===== src/hw/rtl/cbbd_pkg.sv =====
// cbbd_pkg: shared widths, constants, types and the arctangent table for the
// cluster box block detector. No dependencies.
`default_nettype none

package cbbd_pkg;

    // coordinate width of the incoming points
    localparam int COORD_W = 16;

    // config registers
    localparam int CFG_W         = 15;
    localparam int CFG_IDX_W     = 1;
    localparam int CUBE_SIZE_RST = 400;
    localparam int SIZE_TOL_RST  = 100;

    typedef enum logic [CFG_IDX_W-1:0] {
        REG_CUBE_SIZE = 1'b0,
        REG_SIZE_TOL  = 1'b1
    } cfg_reg_t;

    // compare width for sides against size/tol, and width for centre math
    localparam int CMP_W = ((COORD_W > CFG_W) ? COORD_W : CFG_W) + 2;
    localparam int EXT_W = ((COORD_W > 16) ? COORD_W : 16) + 3;

    // diagonal test: side - tol must stay below this to be squared
    localparam int DIAG_LIMIT = 46341;
    localparam int SQ_W       = 16;
    localparam int PROD_W     = 2 * SQ_W;
    localparam int SIZE_SQ_W  = 2 * CFG_W;

    // CORDIC datapath
    localparam int CORDIC_W     = ((COORD_W > 16) ? COORD_W : 16) + 21;
    localparam int ANGLE_W      = 17;
    localparam int CORDIC_STEPS = 14;
    localparam int STEP_W       = $clog2(CORDIC_STEPS);
    localparam int GAIN_Q14     = 9949;
    localparam int YAW_MAX      = 25736;
    localparam int Q14_ONE      = 16384;

    // result fields
    localparam int CX_W  = 16;
    localparam int CZ_W  = 17;
    localparam int YAW_W = 15;
    localparam int Q_W   = 16;

    localparam int IN_TDATA_W  = ((3 * COORD_W + 7) / 8) * 8;
    localparam int OUT_TDATA_W = ((2 * CX_W + CZ_W + YAW_W + 2 * Q_W + 7) / 8) * 8;

    typedef struct packed {
        logic load;       // load x/y/z init and start iterating
        logic vectoring;  // 1: drive y to zero, 0: rotate by z
    } cordic_ctl_t;

    typedef enum logic [2:0] {
        ST_IDLE,
        ST_SQR,
        ST_CHKX,
        ST_CHKY,
        ST_VEC,
        ST_ROT,
        ST_OUT
    } seq_state_t;

    // atan(2^-i) in Q2.14
    function automatic logic signed [ANGLE_W-1:0] atan_q14(input logic [STEP_W-1:0] idx);
        logic signed [ANGLE_W-1:0] a;
        case (idx)
            4'd0:    a = ANGLE_W'(12868);
            4'd1:    a = ANGLE_W'(7596);
            4'd2:    a = ANGLE_W'(4014);
            4'd3:    a = ANGLE_W'(2037);
            4'd4:    a = ANGLE_W'(1023);
            4'd5:    a = ANGLE_W'(512);
            4'd6:    a = ANGLE_W'(256);
            4'd7:    a = ANGLE_W'(128);
            4'd8:    a = ANGLE_W'(64);
            4'd9:    a = ANGLE_W'(32);
            4'd10:   a = ANGLE_W'(16);
            4'd11:   a = ANGLE_W'(8);
            4'd12:   a = ANGLE_W'(4);
            4'd13:   a = ANGLE_W'(2);
            default: a = '0;
        endcase
        return a;
    endfunction

endpackage

`default_nettype wire


===== src/hw/rtl/cbbd_box_track.sv =====
// cbbd_box_track: running min/max of x, y, z over one cluster, seeded by the
// first point. Depends on cbbd_pkg.
`default_nettype none

module cbbd_box_track (
    input  wire logic                                aclk,
    input  wire logic                                aresetn,
    input  wire logic                                upd,
    input  wire logic                                last,
    input  wire logic signed [cbbd_pkg::COORD_W-1:0] pt_x,
    input  wire logic signed [cbbd_pkg::COORD_W-1:0] pt_y,
    input  wire logic signed [cbbd_pkg::COORD_W-1:0] pt_z,
    output logic signed [cbbd_pkg::COORD_W-1:0]      min_x,
    output logic signed [cbbd_pkg::COORD_W-1:0]      max_x,
    output logic signed [cbbd_pkg::COORD_W-1:0]      min_y,
    output logic signed [cbbd_pkg::COORD_W-1:0]      max_y,
    output logic signed [cbbd_pkg::COORD_W-1:0]      min_z,
    output logic signed [cbbd_pkg::COORD_W-1:0]      max_z,
    output logic [cbbd_pkg::COORD_W-1:0]             side_x,
    output logic [cbbd_pkg::COORD_W-1:0]             side_y,
    output logic [cbbd_pkg::COORD_W-1:0]             side_z
);

    localparam int W = cbbd_pkg::COORD_W;

    logic signed [W-1:0] pt       [3];
    logic signed [W-1:0] min_reg  [3];
    logic signed [W-1:0] max_reg  [3];
    logic signed [W-1:0] min_next [3];
    logic signed [W-1:0] max_next [3];
    logic signed [W:0]   diff     [3];
    logic                first_reg;
    logic                first_next;

    assign pt[0] = pt_x;
    assign pt[1] = pt_y;
    assign pt[2] = pt_z;

    always_comb begin
        first_next = first_reg;
        if (upd) begin
            first_next = last;
        end
        for (int i = 0; i < 3; i++) begin
            min_next[i] = min_reg[i];
            max_next[i] = max_reg[i];
            if (upd) begin
                if (first_reg || (pt[i] < min_reg[i])) begin
                    min_next[i] = pt[i];
                end
                if (first_reg || (pt[i] > max_reg[i])) begin
                    max_next[i] = pt[i];
                end
            end
            // max >= min, so the difference fits W unsigned bits
            diff[i] = (W+1)'(max_reg[i]) - (W+1)'(min_reg[i]);
        end
    end

    always_ff @(posedge aclk) begin
        if (!aresetn) begin
            first_reg <= 1'b1;
            for (int i = 0; i < 3; i++) begin
                min_reg[i] <= '0;
                max_reg[i] <= '0;
            end
        end else begin
            first_reg <= first_next;
            for (int i = 0; i < 3; i++) begin
                min_reg[i] <= min_next[i];
                max_reg[i] <= max_next[i];
            end
        end
    end

    assign min_x  = min_reg[0];
    assign max_x  = max_reg[0];
    assign min_y  = min_reg[1];
    assign max_y  = max_reg[1];
    assign min_z  = min_reg[2];
    assign max_z  = max_reg[2];
    assign side_x = diff[0][W-1:0];
    assign side_y = diff[1][W-1:0];
    assign side_z = diff[2][W-1:0];

endmodule

`default_nettype wire


===== src/hw/rtl/cbbd_cordic_unit.sv =====
// cbbd_cordic_unit: one CORDIC micro-rotation per cycle, iterated 14 times,
// in vectoring or rotation mode. Depends on cbbd_pkg.
`default_nettype none

module cbbd_cordic_unit (
    input  wire logic                                 aclk,
    input  wire logic                                 aresetn,
    input  wire cbbd_pkg::cordic_ctl_t                ctl,
    input  wire logic signed [cbbd_pkg::CORDIC_W-1:0] x_init,
    input  wire logic signed [cbbd_pkg::CORDIC_W-1:0] y_init,
    input  wire logic signed [cbbd_pkg::ANGLE_W-1:0]  z_init,
    output logic                                      busy,
    output logic signed [cbbd_pkg::CORDIC_W-1:0]      x_out,
    output logic signed [cbbd_pkg::CORDIC_W-1:0]      y_out,
    output logic signed [cbbd_pkg::ANGLE_W-1:0]       z_out
);

    localparam int DW = cbbd_pkg::CORDIC_W;
    localparam int AW = cbbd_pkg::ANGLE_W;
    localparam int SW = cbbd_pkg::STEP_W;

    logic signed [DW-1:0] x_reg, x_next, y_reg, y_next, xs, ys;
    logic signed [AW-1:0] z_reg, z_next, a;
    logic [SW-1:0]        iter_reg, iter_next;
    logic                 run_reg, run_next;
    logic                 vec_reg, vec_next;
    logic                 plus;

    always_comb begin
        xs   = x_reg >>> iter_reg;
        ys   = y_reg >>> iter_reg;
        a    = cbbd_pkg::atan_q14(iter_reg);
        // both modes share the same direction rule once the sign test is chosen
        plus = vec_reg ? (y_reg > 0) : z_reg[AW-1];

        x_next    = x_reg;
        y_next    = y_reg;
        z_next    = z_reg;
        iter_next = iter_reg;
        run_next  = run_reg;
        vec_next  = vec_reg;

        if (ctl.load) begin
            x_next    = x_init;
            y_next    = y_init;
            z_next    = z_init;
            iter_next = '0;
            run_next  = 1'b1;
            vec_next  = ctl.vectoring;
        end else if (run_reg) begin
            if (plus) begin
                x_next = x_reg + ys;
                y_next = y_reg - xs;
                z_next = z_reg + a;
            end else begin
                x_next = x_reg - ys;
                y_next = y_reg + xs;
                z_next = z_reg - a;
            end
            iter_next = iter_reg + 1'b1;
            if (iter_reg == SW'(cbbd_pkg::CORDIC_STEPS - 1)) begin
                run_next = 1'b0;
            end
        end
    end

    always_ff @(posedge aclk) begin
        if (!aresetn) begin
            run_reg  <= 1'b0;
            iter_reg <= '0;
        end else begin
            run_reg  <= run_next;
            iter_reg <= iter_next;
        end
    end

    always_ff @(posedge aclk) begin
        x_reg   <= x_next;
        y_reg   <= y_next;
        z_reg   <= z_next;
        vec_reg <= vec_next;
    end

    assign busy  = run_reg;
    assign x_out = x_reg;
    assign y_out = y_reg;
    assign z_out = z_reg;

endmodule

`default_nettype wire


===== src/hw/rtl/cluster_box_block_detector_unit.sv =====
// cluster_box_block_detector_unit: top level. Box tracking, size checks with a
// shared squarer, yaw and quaternion through one shared CORDIC unit.
// Depends on cbbd_pkg, cbbd_box_track, cbbd_cordic_unit.
`default_nettype none

// Channel   | Dir | Handshake                     | Payload
// ----------+-----+-------------------------------+----------------------------------------
// s_axis    | in  | s_axis_tvalid / s_axis_tready | tdata: point_x, point_y, point_z
//           |     |                               | tlast: last_point
// m_axis    | out | m_axis_tvalid / m_axis_tready | tdata: center_x, center_y, center_z,
//           |     |                               |        yaw_angle, quat_z, quat_w
// cfg       | in  | cfg_valid / cfg_ready         | cfg_index, cfg_data
//
// Flow: a point without tlast leaves the sequencer in idle. A tlast beat
// starts the size checks in SQR, CHKX and CHKY (squarer shared over size, x
// side, y side). A passing box then makes two CORDIC passes of 14 iterations
// each, VEC (vectoring for yaw) and ROT (rotation for the quaternion), each
// waiting until the unit is done, then OUT loads the output register; with yaw
// forced to zero CHKY goes to OUT, a failing box to idle (no beat out).
// Reset: synchronous, active low; box cleared, next point seeds it, registers
// back to cube_size 400 and size_tolerance 100.
// Stalls: s_axis_tready is high only in idle. A finished beat waits in the
// output register; new points keep flowing until the next cluster end
// completes its math and finds that register still full.
module cluster_box_block_detector_unit (
    input  wire logic                                 aclk,
    input  wire logic                                 aresetn,
    // slave stream: [15:0] point_x, [31:16] point_y, [47:32] point_z
    input  wire logic                                 s_axis_tvalid,
    output logic                                      s_axis_tready,
    input  wire logic [cbbd_pkg::IN_TDATA_W-1:0]      s_axis_tdata,
    input  wire logic                                 s_axis_tlast,
    // master stream: [15:0] center_x, [31:16] center_y, [48:32] center_z,
    // [63:49] yaw_angle, [79:64] quat_z, [95:80] quat_w
    output logic                                      m_axis_tvalid,
    input  wire logic                                 m_axis_tready,
    output logic [cbbd_pkg::OUT_TDATA_W-1:0]          m_axis_tdata,
    // config writes
    input  wire logic                                 cfg_valid,
    output logic                                      cfg_ready,
    input  wire logic [cbbd_pkg::CFG_IDX_W-1:0]       cfg_index,
    input  wire logic [cbbd_pkg::CFG_W-1:0]           cfg_data
);

    localparam int CW   = cbbd_pkg::COORD_W;
    localparam int MW   = cbbd_pkg::CMP_W;
    localparam int EW   = cbbd_pkg::EXT_W;
    localparam int DW   = cbbd_pkg::CORDIC_W;
    localparam int AW   = cbbd_pkg::ANGLE_W;
    localparam int YW   = cbbd_pkg::YAW_W;
    localparam int QW   = cbbd_pkg::Q_W;
    localparam int SQW  = cbbd_pkg::SQ_W;
    localparam int PW   = cbbd_pkg::PROD_W;
    localparam int SSW  = cbbd_pkg::SIZE_SQ_W;
    localparam int FW   = cbbd_pkg::CFG_W;

    localparam logic signed [EW-1:0] CX_MAX = EW'((1 << (cbbd_pkg::CX_W - 1)) - 1);
    localparam logic signed [EW-1:0] CX_MIN = -EW'(1 << (cbbd_pkg::CX_W - 1));
    localparam logic signed [EW-1:0] CZ_MAX = EW'((1 << (cbbd_pkg::CZ_W - 1)) - 1);
    localparam logic signed [EW-1:0] CZ_MIN = -EW'(1 << (cbbd_pkg::CZ_W - 1));
    localparam logic signed [DW-1:0] Q_MAX  = DW'(cbbd_pkg::Q14_ONE);
    localparam logic signed [DW-1:0] Q_MIN  = -DW'(cbbd_pkg::Q14_ONE);
    localparam logic signed [DW-1:0] Q_HALF = DW'(128);
    localparam logic signed [AW-1:0] YAW_HI = AW'(cbbd_pkg::YAW_MAX);

    function automatic logic signed [EW-1:0] clamp_ext(
        input logic signed [EW-1:0] v,
        input logic signed [EW-1:0] lo,
        input logic signed [EW-1:0] hi
    );
        logic signed [EW-1:0] r;
        r = v;
        if (v < lo) begin
            r = lo;
        end else if (v > hi) begin
            r = hi;
        end
        return r;
    endfunction

    // ---------------- config registers ----------------
    logic [FW-1:0] cube_size_reg, size_tol_reg;

    assign cfg_ready = 1'b1;

    always_ff @(posedge aclk) begin
        if (!aresetn) begin
            cube_size_reg <= FW'(cbbd_pkg::CUBE_SIZE_RST);
            size_tol_reg  <= FW'(cbbd_pkg::SIZE_TOL_RST);
        end else if (cfg_valid && cfg_ready) begin
            unique case (cbbd_pkg::cfg_reg_t'(cfg_index))
                cbbd_pkg::REG_CUBE_SIZE: cube_size_reg <= cfg_data;
                cbbd_pkg::REG_SIZE_TOL:  size_tol_reg  <= cfg_data;
                default: ;
            endcase
        end
    end

    // ---------------- box tracker ----------------
    logic                 s_accept;
    logic signed [CW-1:0] min_x, max_x, min_y, max_y, min_z, max_z;
    logic [CW-1:0]        side_x, side_y, side_z;

    assign s_accept = s_axis_tvalid && s_axis_tready;

    cbbd_box_track u_box (
        .aclk    (aclk),
        .aresetn (aresetn),
        .upd     (s_accept),
        .last    (s_axis_tlast),
        .pt_x    (signed'(s_axis_tdata[CW-1:0])),
        .pt_y    (signed'(s_axis_tdata[2*CW-1:CW])),
        .pt_z    (signed'(s_axis_tdata[3*CW-1:2*CW])),
        .min_x   (min_x),
        .max_x   (max_x),
        .min_y   (min_y),
        .max_y   (max_y),
        .min_z   (min_z),
        .max_z   (max_z),
        .side_x  (side_x),
        .side_y  (side_y),
        .side_z  (side_z)
    );

    // ---------------- sequencer ----------------
    cbbd_pkg::seq_state_t state_reg, state_next;
    logic                 cordic_busy;
    logic                 out_load;
    logic                 pass;
    logic                 yaw_en;
    logic                 m_valid_reg, m_valid_next;
    cbbd_pkg::cordic_ctl_t cordic_ctl;

    always_comb begin
        state_next = state_reg;
        unique case (state_reg)
            cbbd_pkg::ST_IDLE: begin
                if (s_accept && s_axis_tlast) begin
                    state_next = cbbd_pkg::ST_SQR;
                end
            end
            cbbd_pkg::ST_SQR:  state_next = cbbd_pkg::ST_CHKX;
            cbbd_pkg::ST_CHKX: state_next = cbbd_pkg::ST_CHKY;
            cbbd_pkg::ST_CHKY: begin
                if (!pass) begin
                    state_next = cbbd_pkg::ST_IDLE;
                end else if (yaw_en) begin
                    state_next = cbbd_pkg::ST_VEC;
                end else begin
                    state_next = cbbd_pkg::ST_OUT;
                end
            end
            cbbd_pkg::ST_VEC: begin
                if (!cordic_busy) begin
                    state_next = cbbd_pkg::ST_ROT;
                end
            end
            cbbd_pkg::ST_ROT: begin
                if (!cordic_busy) begin
                    state_next = cbbd_pkg::ST_OUT;
                end
            end
            cbbd_pkg::ST_OUT: begin
                if (!m_valid_reg || m_axis_tready) begin
                    state_next = cbbd_pkg::ST_IDLE;
                end
            end
            default: state_next = cbbd_pkg::ST_IDLE;
        endcase
    end

    always_comb begin
        s_axis_tready        = 1'b0;
        cordic_ctl.load      = 1'b0;
        cordic_ctl.vectoring = 1'b0;
        out_load             = 1'b0;
        unique case (state_reg)
            cbbd_pkg::ST_IDLE: s_axis_tready = 1'b1;
            cbbd_pkg::ST_CHKY: begin
                cordic_ctl.load      = pass && yaw_en;
                cordic_ctl.vectoring = 1'b1;
            end
            cbbd_pkg::ST_VEC:  cordic_ctl.load = !cordic_busy;
            cbbd_pkg::ST_OUT:  out_load = !m_valid_reg || m_axis_tready;
            default: ;
        endcase
    end

    always_ff @(posedge aclk) begin
        if (!aresetn) begin
            state_reg <= cbbd_pkg::ST_IDLE;
        end else begin
            state_reg <= state_next;
        end
    end

    // ---------------- size checks ----------------
    // One squarer: size^2 first, then (side - tol)^2 for x, then for y.
    logic signed [MW-1:0] size_e, tol_e, chk_e, zs_e, ys_e, d;
    logic [CW-1:0]        chk_side;
    logic [SQW-1:0]       mul_a;
    logic [PW-1:0]        prod;
    logic [SSW-1:0]       size_sq_reg;
    logic                 ok_reg;
    logic                 lo_ok, diag_ok, side_ok, z_ok;

    always_comb begin
        size_e   = MW'(cube_size_reg);
        tol_e    = MW'(size_tol_reg);
        chk_side = (state_reg == cbbd_pkg::ST_CHKY) ? side_y : side_x;
        chk_e    = MW'(chk_side);
        zs_e     = MW'(side_z);
        ys_e     = MW'(side_y);
        d        = chk_e - tol_e;
        mul_a    = (state_reg == cbbd_pkg::ST_SQR) ? SQW'(cube_size_reg) : d[SQW-1:0];
        prod     = PW'(mul_a) * PW'(mul_a);
        lo_ok    = (chk_e + tol_e) > size_e;
        // side < size*sqrt(2) + tol, exact through squares
        diag_ok  = d[MW-1] ||
                   ((d < MW'(cbbd_pkg::DIAG_LIMIT)) && (prod < {1'b0, size_sq_reg, 1'b0}));
        side_ok  = lo_ok && diag_ok;
        z_ok     = (zs_e > tol_e) && (zs_e < (size_e + tol_e));
        pass     = ok_reg && side_ok && z_ok;
        yaw_en   = (ys_e >= size_e) && (cube_size_reg != '0);
    end

    always_ff @(posedge aclk) begin
        if (state_reg == cbbd_pkg::ST_SQR) begin
            size_sq_reg <= prod[SSW-1:0];
        end
        if (state_reg == cbbd_pkg::ST_CHKX) begin
            ok_reg <= side_ok;
        end
    end

    // ---------------- CORDIC ----------------
    logic signed [DW-1:0] x_init, y_init, x_out, y_out;
    logic signed [AW-1:0] z_init, z_out;
    logic [CW:0]          sum_xy;
    logic [YW-1:0]        yaw_clamped;
    logic [YW:0]          yaw_inc;
    logic signed [DW-1:0] qw_s, qz_s;
    logic [QW-1:0]        qw_c, qz_c;

    always_comb begin
        sum_xy = (CW+1)'(side_x) + (CW+1)'(side_y);
        if (z_out[AW-1]) begin
            yaw_clamped = '0;
        end else if (z_out > YAW_HI) begin
            yaw_clamped = YW'(cbbd_pkg::YAW_MAX);
        end else begin
            yaw_clamped = z_out[YW-1:0];
        end
        yaw_inc = (YW+1)'(yaw_clamped) + 1'b1;
        if (state_reg == cbbd_pkg::ST_CHKY) begin
            // vector ((xs+ys)*2^16, 2*size*2^16)
            x_init = DW'({sum_xy, 16'b0});
            y_init = DW'({cube_size_reg, 17'b0});
            z_init = '0;
        end else begin
            // rotate the gain-corrected unit vector by half the yaw
            x_init = DW'(cbbd_pkg::GAIN_Q14 * 256);
            y_init = '0;
            z_init = AW'(yaw_inc[YW:1]);
        end
        qw_s = (x_out + Q_HALF) >>> 8;
        qz_s = (y_out + Q_HALF) >>> 8;
        if (qw_s > Q_MAX) begin
            qw_c = QW'(cbbd_pkg::Q14_ONE);
        end else if (qw_s < Q_MIN) begin
            qw_c = QW'(-cbbd_pkg::Q14_ONE);
        end else begin
            qw_c = qw_s[QW-1:0];
        end
        if (qz_s > Q_MAX) begin
            qz_c = QW'(cbbd_pkg::Q14_ONE);
        end else if (qz_s < Q_MIN) begin
            qz_c = QW'(-cbbd_pkg::Q14_ONE);
        end else begin
            qz_c = qz_s[QW-1:0];
        end
    end

    cbbd_cordic_unit u_cordic (
        .aclk    (aclk),
        .aresetn (aresetn),
        .ctl     (cordic_ctl),
        .x_init  (x_init),
        .y_init  (y_init),
        .z_init  (z_init),
        .busy    (cordic_busy),
        .x_out   (x_out),
        .y_out   (y_out),
        .z_out   (z_out)
    );

    // yaw and quaternion holding registers
    logic [YW-1:0] yaw_reg;
    logic [QW-1:0] qz_reg, qw_reg;

    always_ff @(posedge aclk) begin
        if ((state_reg == cbbd_pkg::ST_CHKY) && pass && !yaw_en) begin
            // y side shorter than the cube: yaw forced to zero
            yaw_reg <= '0;
            qz_reg  <= '0;
            qw_reg  <= QW'(cbbd_pkg::Q14_ONE);
        end else if ((state_reg == cbbd_pkg::ST_VEC) && !cordic_busy) begin
            yaw_reg <= yaw_clamped;
        end else if ((state_reg == cbbd_pkg::ST_ROT) && !cordic_busy) begin
            qz_reg <= qz_c;
            qw_reg <= qw_c;
        end
    end

    // ---------------- centre and output register ----------------
    logic signed [EW-1:0] sum_cx, sum_cy, cz_raw, size_x;
    logic signed [EW-1:0] cx_c, cy_c, cz_c;
    logic [cbbd_pkg::OUT_TDATA_W-1:0] m_data_reg;

    always_comb begin
        sum_cx = EW'(min_x) + EW'(max_x);
        sum_cy = EW'(min_y) + EW'(max_y);
        size_x = EW'(cube_size_reg);
        cz_raw = (EW'(max_z) <<< 1) - size_x;
        cx_c   = clamp_ext(sum_cx >>> 1, CX_MIN, CX_MAX);
        cy_c   = clamp_ext(sum_cy >>> 1, CX_MIN, CX_MAX);
        cz_c   = clamp_ext(cz_raw >>> 1, CZ_MIN, CZ_MAX);
    end

    always_comb begin
        m_valid_next = m_valid_reg;
        if (out_load) begin
            m_valid_next = 1'b1;
        end else if (m_axis_tready) begin
            m_valid_next = 1'b0;
        end
    end

    always_ff @(posedge aclk) begin
        if (!aresetn) begin
            m_valid_reg <= 1'b0;
        end else begin
            m_valid_reg <= m_valid_next;
        end
    end

    always_ff @(posedge aclk) begin
        if (out_load) begin
            m_data_reg <= cbbd_pkg::OUT_TDATA_W'({qw_reg, qz_reg, yaw_reg,
                                                  cz_c[cbbd_pkg::CZ_W-1:0],
                                                  cy_c[cbbd_pkg::CX_W-1:0],
                                                  cx_c[cbbd_pkg::CX_W-1:0]});
        end
    end

    assign m_axis_tvalid = m_valid_reg;
    assign m_axis_tdata  = m_data_reg;

endmodule

`default_nettype wire


===== config.mk =====
export PLATFORM = sky130hd
export DESIGN_NAME = cluster_box_block_detector_unit
export DESIGN_NICKNAME = d
export VERILOG_FILES = /design/src/hw/rtl/cbbd_pkg.sv /design/src/hw/rtl/cbbd_box_track.sv /design/src/hw/rtl/cbbd_cordic_unit.sv /design/src/hw/rtl/cluster_box_block_detector_unit.sv
export SDC_FILE = /design/constraint.sdc
export NUM_CORES = 2
export LEC_CHECK = 0
export BUFFER_PORTS_ARGS = -buffer_cell sky130_fd_sc_hd__buf_4
export CAP_MARGIN = 10
export CORE_MARGIN = 2
export CORE_UTILIZATION = 40
export DETAILED_ROUTE_END_ITERATION = 12
export GPL_ROUTABILITY_DRIVEN = 1
export PLACE_DENSITY = 0.65
export RECOVER_POWER = 50
export REMOVE_ABC_BUFFERS = 1
export SETUP_SLACK_MARGIN = 0.05
export SLEW_MARGIN = 20
export SYNTH_ARGS = -nofsm -noshare
export SYNTH_HDL_FRONTEND = slang
export SYNTH_SLANG_ARGS = --single-unit

===== constraint.sdc =====
create_clock -name aclk -period 20.4 [get_ports aclk]
set_input_delay 1.02 -clock aclk [delete_from_list [all_inputs] [get_ports aclk]]
set_output_delay 1.02 -clock aclk [all_outputs]
set_load 0.01 [all_outputs]

## Word-level counts from Yosys, hierarchy flattened

Memory sizes are Yosys's and may differ from the RTL's. A register that Yosys moved wholly into a read port is not among the register bits.
Cells that the tools add are included.

- Register bits after elaboration: 306
- Bits in writable memories: 96
- Memory bits (read-only): 224
- Input port bits: 70
- Output and inout port bits: 99
- Word-level logic and storage cells: 185
- Memories kept: 3

- Add/subtract/negate cells: 20
- Multiply operators: 1
- Order comparisons: 24
- Eq/ne operators: 11
- Shift-type cells: 2
- Muxes and demuxes: 62
- Bitwise logic cells: 9
- Reductions and logical operators: 33

Memories:

| name | depth | width | read ports | clocked after memory_dff | write ports | RTL line | RTL |
|---|---|---|---|---|---|---|---|
| (no name shown) | 16 | 14 | 1 | 1 | 0 | cbbd_pkg.sv:67 | `case (idx)` |
| u_box.max_reg | 3 | 16 | 3 | 0 | 3 | cbbd_box_track.sv:28 | `logic signed [W-1:0] max_reg [3];` |
| u_box.min_reg | 3 | 16 | 3 | 0 | 3 | cbbd_box_track.sv:27 | `logic signed [W-1:0] min_reg [3];` |

Operator list:

| operator | number |
|---|---|
| two-way mux 16 bit | 26 |
| two-way mux 37 bit | 6 |
| adder 37 bit | 2 |
| adder 37 x 9 -> 37 bit (second input constant) | 2 |
| >>> shifter 37 x 4 -> 37 bit | 2 |
| subtractor 37 bit | 2 |
| two-way mux 17 bit | 4 |
| < comparator 16 bit | 4 |
| greater-than comparator 29 x 16 -> 1 bit (second input constant) | 2 |
| < comparator 29 x 15 -> 1 bit (second input constant) | 2 |
| adder 16 x 16 -> 17 bit | 3 |
| greater-than comparator 16 bit | 3 |
| subtractor 16 bit | 3 |
| two-way mux 15 bit | 3 |
| greater-than comparator 37 x 1 -> 1 bit (second input constant) | 1 |
| < comparator 17 bit (second input constant) | 2 |
| two-way mux 33 bit | 1 |
| greater-than comparator 16 bit (second input constant) | 2 |
| < comparator 16 bit (second input constant) | 2 |
| < comparator 32 x 31 -> 1 bit | 1 |
| multiplier 16 x 16 -> 32 bit | 1 |
| two-way mux 32 bit | 1 |
| case mux 3 bit (7 select lines) | 1 |
| subtractor 17 x 16 -> 18 bit | 1 |
| 33 further kinds | 85 |

## Depth between registers and ports, before layout

An unclocked memory read counts as a cell.

- Depth after elaboration: 16
- Depth in mapped cells: 65
- Depth with buffers taken out: 63

## By module

From an unflattened synthesis, not the netlist that was laid out.

- Cell total of the unflattened synthesis: 5420
- Area, all modules: 46622.2 µm²

By module, submodules not included:

| module | times used | cells each | area each (µm²) | sequential area each (µm²) |
|---|---|---|---|---|
| cluster_box_block_detector_unit | 1 | 2723 | 23772.8 | 5405.2 |
| cbbd_cordic_unit | 1 | 1771 | 14790.4 | 3143.0 |
| cbbd_box_track | 1 | 926 | 8059.0 | 1941.9 |

## Worst setup path after synthesis

Ideal clock, no wire load.

- Path kind: register to register
- Start: memory u_box.min_reg[0][0] in the netlist's numbering
- End: register u_cordic.x_reg[0] (netlist: u_cordic.x_out[0]), enable pin
- Arrival: 14.323 ns
- Data required time: 19.935 ns
- Path slack: 5.612 ns
- Stages on the path, launching flop included: 57
- Buffers on the path: 2
- Clock period less this slack: 14.788 ns
- Cells stage by stage: dfxtp_1 > ha_1 > inv_1 > fa_1 > a21o_1 > a21oi_1 > o21bai_1 > a21oi_1 > o21bai_1 > a21oi_1 > o21ai_0 > o21a_1 > nor2_1 > xnor2_1 > mux2_2 > ha_1 > clkbuf_1 > nand2_1 > (+21 left out) > o41ai_1 > nand4b_1 > nand3_1 > a31o_2 > a21oi_1 > xnor2_1 > ha_1 > inv_1 > o22ai_1 > nor4_1 > nand3_1 > o211ai_1 > and3_1 > o211a_1 > a211oi_1 > o31ai_2 > buf_2 > nand2b_1

RTL lines:

| item | RTL line | RTL |
|---|---|---|
| start, declared | cbbd_box_track.sv:27 |  |
| end signal, assigned | cbbd_cordic_unit.sv:78 | `x_reg <= x_next;` |
| end, declared | cbbd_cordic_unit.sv:22 | `logic signed [DW-1:0] x_reg, x_next, y_reg, y_next, xs, ys;` |

==> metrics.csv <==
metric,value,unit
yosys_warnings,0,
largest_reg_flops,96,
drt_iter0_markers,2914,
rr_worst_depth,60,
hp-class,reg -> reg,
cts_buffer_depth,3,
die-area,114000,um2
synth-xor-area-share,0.0739,
utilization,0.440,
drive_above_1_share,0.0705,
synth_top_family_by_area,adder cells,
rr_startpoint,u_box.min_reg[0][0],
die_h,338,um
fin_crit,15.56,ns
vias_per_cell,5.61,
max_stage_delay,0.67,ns
ys_seq_area_frac,0.235,
setup_viol,0,
cts.sinks,415,
synth_area_leaders,"ha_1 15%, edfxtp_1 15%, dfxtp_1 8.8%",
status,"finished, violations left",
hold_viol,0,
synth_fa_ha_area_frac,0.228,
layout.cells.non_filler,6708,
synth_edf_count,218,
cp-start-kind,flip-flop,
post_cts_resized,0,
drc_errors,0,
start_util,0.404,
hold_depth,0,
setup_tns,0,ns
grt_pass1_wl,204,mm
grt_overflow,0,
clk_pin_slew,0.06,ns
postCtsSetupRepairBufs,0,
final.fill_count,11000,
ios,169,
portBuffers,167,
cts_root_buf,clkbuf_16,
synth_common_cells,"531 x ha_1, 515 x inv_1, 478 x nor2_1, 437 x nand2_1, 314 x a21oi_1",
grt_pass1_vias,36400,
synthSimpleGateAreaFrac,0.160,
end_kind,flip-flop,
synth.distinct_cells,115,
violations,"capacitance limit, slew limit",
ctsHoldBuffers,0,
gp_congestion,0.951,
worstHoldStart,qw_reg[1],
critPathMaxFanout,64,
insertion_delay,0.67,ns
pre_cts_slack,4.99,ns
path_class,reg -> reg,
synth_seq_cells,415,
crit_path_start,u_box.min_reg[0][0],
fmax,64.3,MHz
grt_start_max_net_pins,73,
synth_area_per_cell,8.72,um2
vias,37600,
cts_buffers,52,
worstMarginPinSlew,3.82,ns
hpwlAfterDp,102,mm
drt_pass1_iterations,7,
crit_required,20.97,ns
layout.nets,5952,
core,111000,um2
syn_inst,5124,
ys_async_sr_fraction,0,
areaGrowthSynthToFinish,8.90,%
antenna_found_initial,5,
h-tree-depth,2,
slew_headroom,-1.55,
finClkSkew,0.0559,ns
wl_per_cell,19.4,um
cts_tree,yes,
drv_cap,8,
rsz0062_at_grt,no,
slew_violations,350,
num_rows,122,
synth_most_common_cell,ha_1,
die_x,338,um
ff2ff_setup_slack,4.84,ns
cp_slowest_cell,buf_4,
wirelength,130,mm
track_usage,0.222,
yosysTopAreaCell,ha_1,
netlist_area,44700,um2
fin_ws,4.84,ns
ant_nets,0,
synth_compound_area_frac,0.163,
fin_crit_sh,0.763,
synth.top_cell.area_share,0.149,
dpl.cell_count,6608,
synthFlopType,edfxtp_1,
crit_arrival,16.12,ns
synthMuxAreaShare,0.0741,
-- cell usage in the layout, fill, tap and decap left out, types with 44 or more instances in the layout --
cell type / count
fa_1: 177
xnor2_1: 233
nor2_1: 477
nand3_1: 144
clkbuf_16: 58
a21o_1: 112
clkbuf_1: 112
edfxtp_1: 218
mux2_2: 44
buf_4: 100
o21a_1: 69
inv_1: 515
nand4_1: 50
dfxtp_1: 193
ha_1: 531
nor3_1: 75
nand2_1: 437
xor2_1: 144
nor2b_1: 57
o21ai_0: 233
o21bai_1: 48
mux4_2: 56
a21oi_1: 314
mux2i_1: 126
nand2b_1: 60
-- worst paths after layout --
check / end
max: u_cordic.a[4]
min: m_axis_tdata[81]
max reg2reg: u_cordic.a[4]
min reg2reg: m_axis_tdata[81]
-- critical path: cells and delay by family (launching register included) --
family	cells	cell delay, ns
compound gates	27	5.72
xor+xnor	3	0.50
mux	1	0.32
fa+ha+maj	12	4.76
simple gates	9	1.85
flops	1	0.38
buf+inv	8	1.87
-- area by class of cell --
cell class                 count  area [um2]  area share
tap                         1488        1860      0.0383
inverter                     528        1980      0.0408
multi-input combinational   3973       31400       0.645
antenna                        2        5.00    0.000103
timing repair buffer         204        1140      0.0235
sequential                   415       10500       0.216
clock buffer                  71        1550      0.0319
clock inverter                27         238     0.00489
-- per-stage QoR --
stage / hold slack [ns] / area [um2]
2_1_floorplan: 0.403 / 43700
3_3_place_gp: 0.414 / 47200
6_report: 0.431 / 48600
4_1_cts: 0.436 / 49000
3_5_place_dp: 0.421 / 47200
5_1_grt: 0.446 / 48600
-- cells by family (layout without fill, tap and decap cells) --
kind of cell / after synthesis / count (layout)
buffers and inverters: 736 / 830
muxes: 239 / 239
adders and majority gates: 708 / 708
DFF: 415 / 415
AOI/OAI and AO/OA: 1132 / 1132
xor gates and xnor gates: 377 / 377
and+or+nand+nor: 1516 / 1516
other: 1 / 3
-- metal layers --
metal | track usage | vias up | wire length (um)
li1 | - | 18200 | -
met1 | 0.307 | 18100 | 58900
met2 | 0.356 | 1119 | 58700
met3 | 0.0318 | 217 | 8120
met4 | 0.0700 | 4 | 4160
met5 | 0 | - | 24
Power is not shown: default switching activity piles up to over one toggle a cycle in this logic, so the estimate is an artifact.
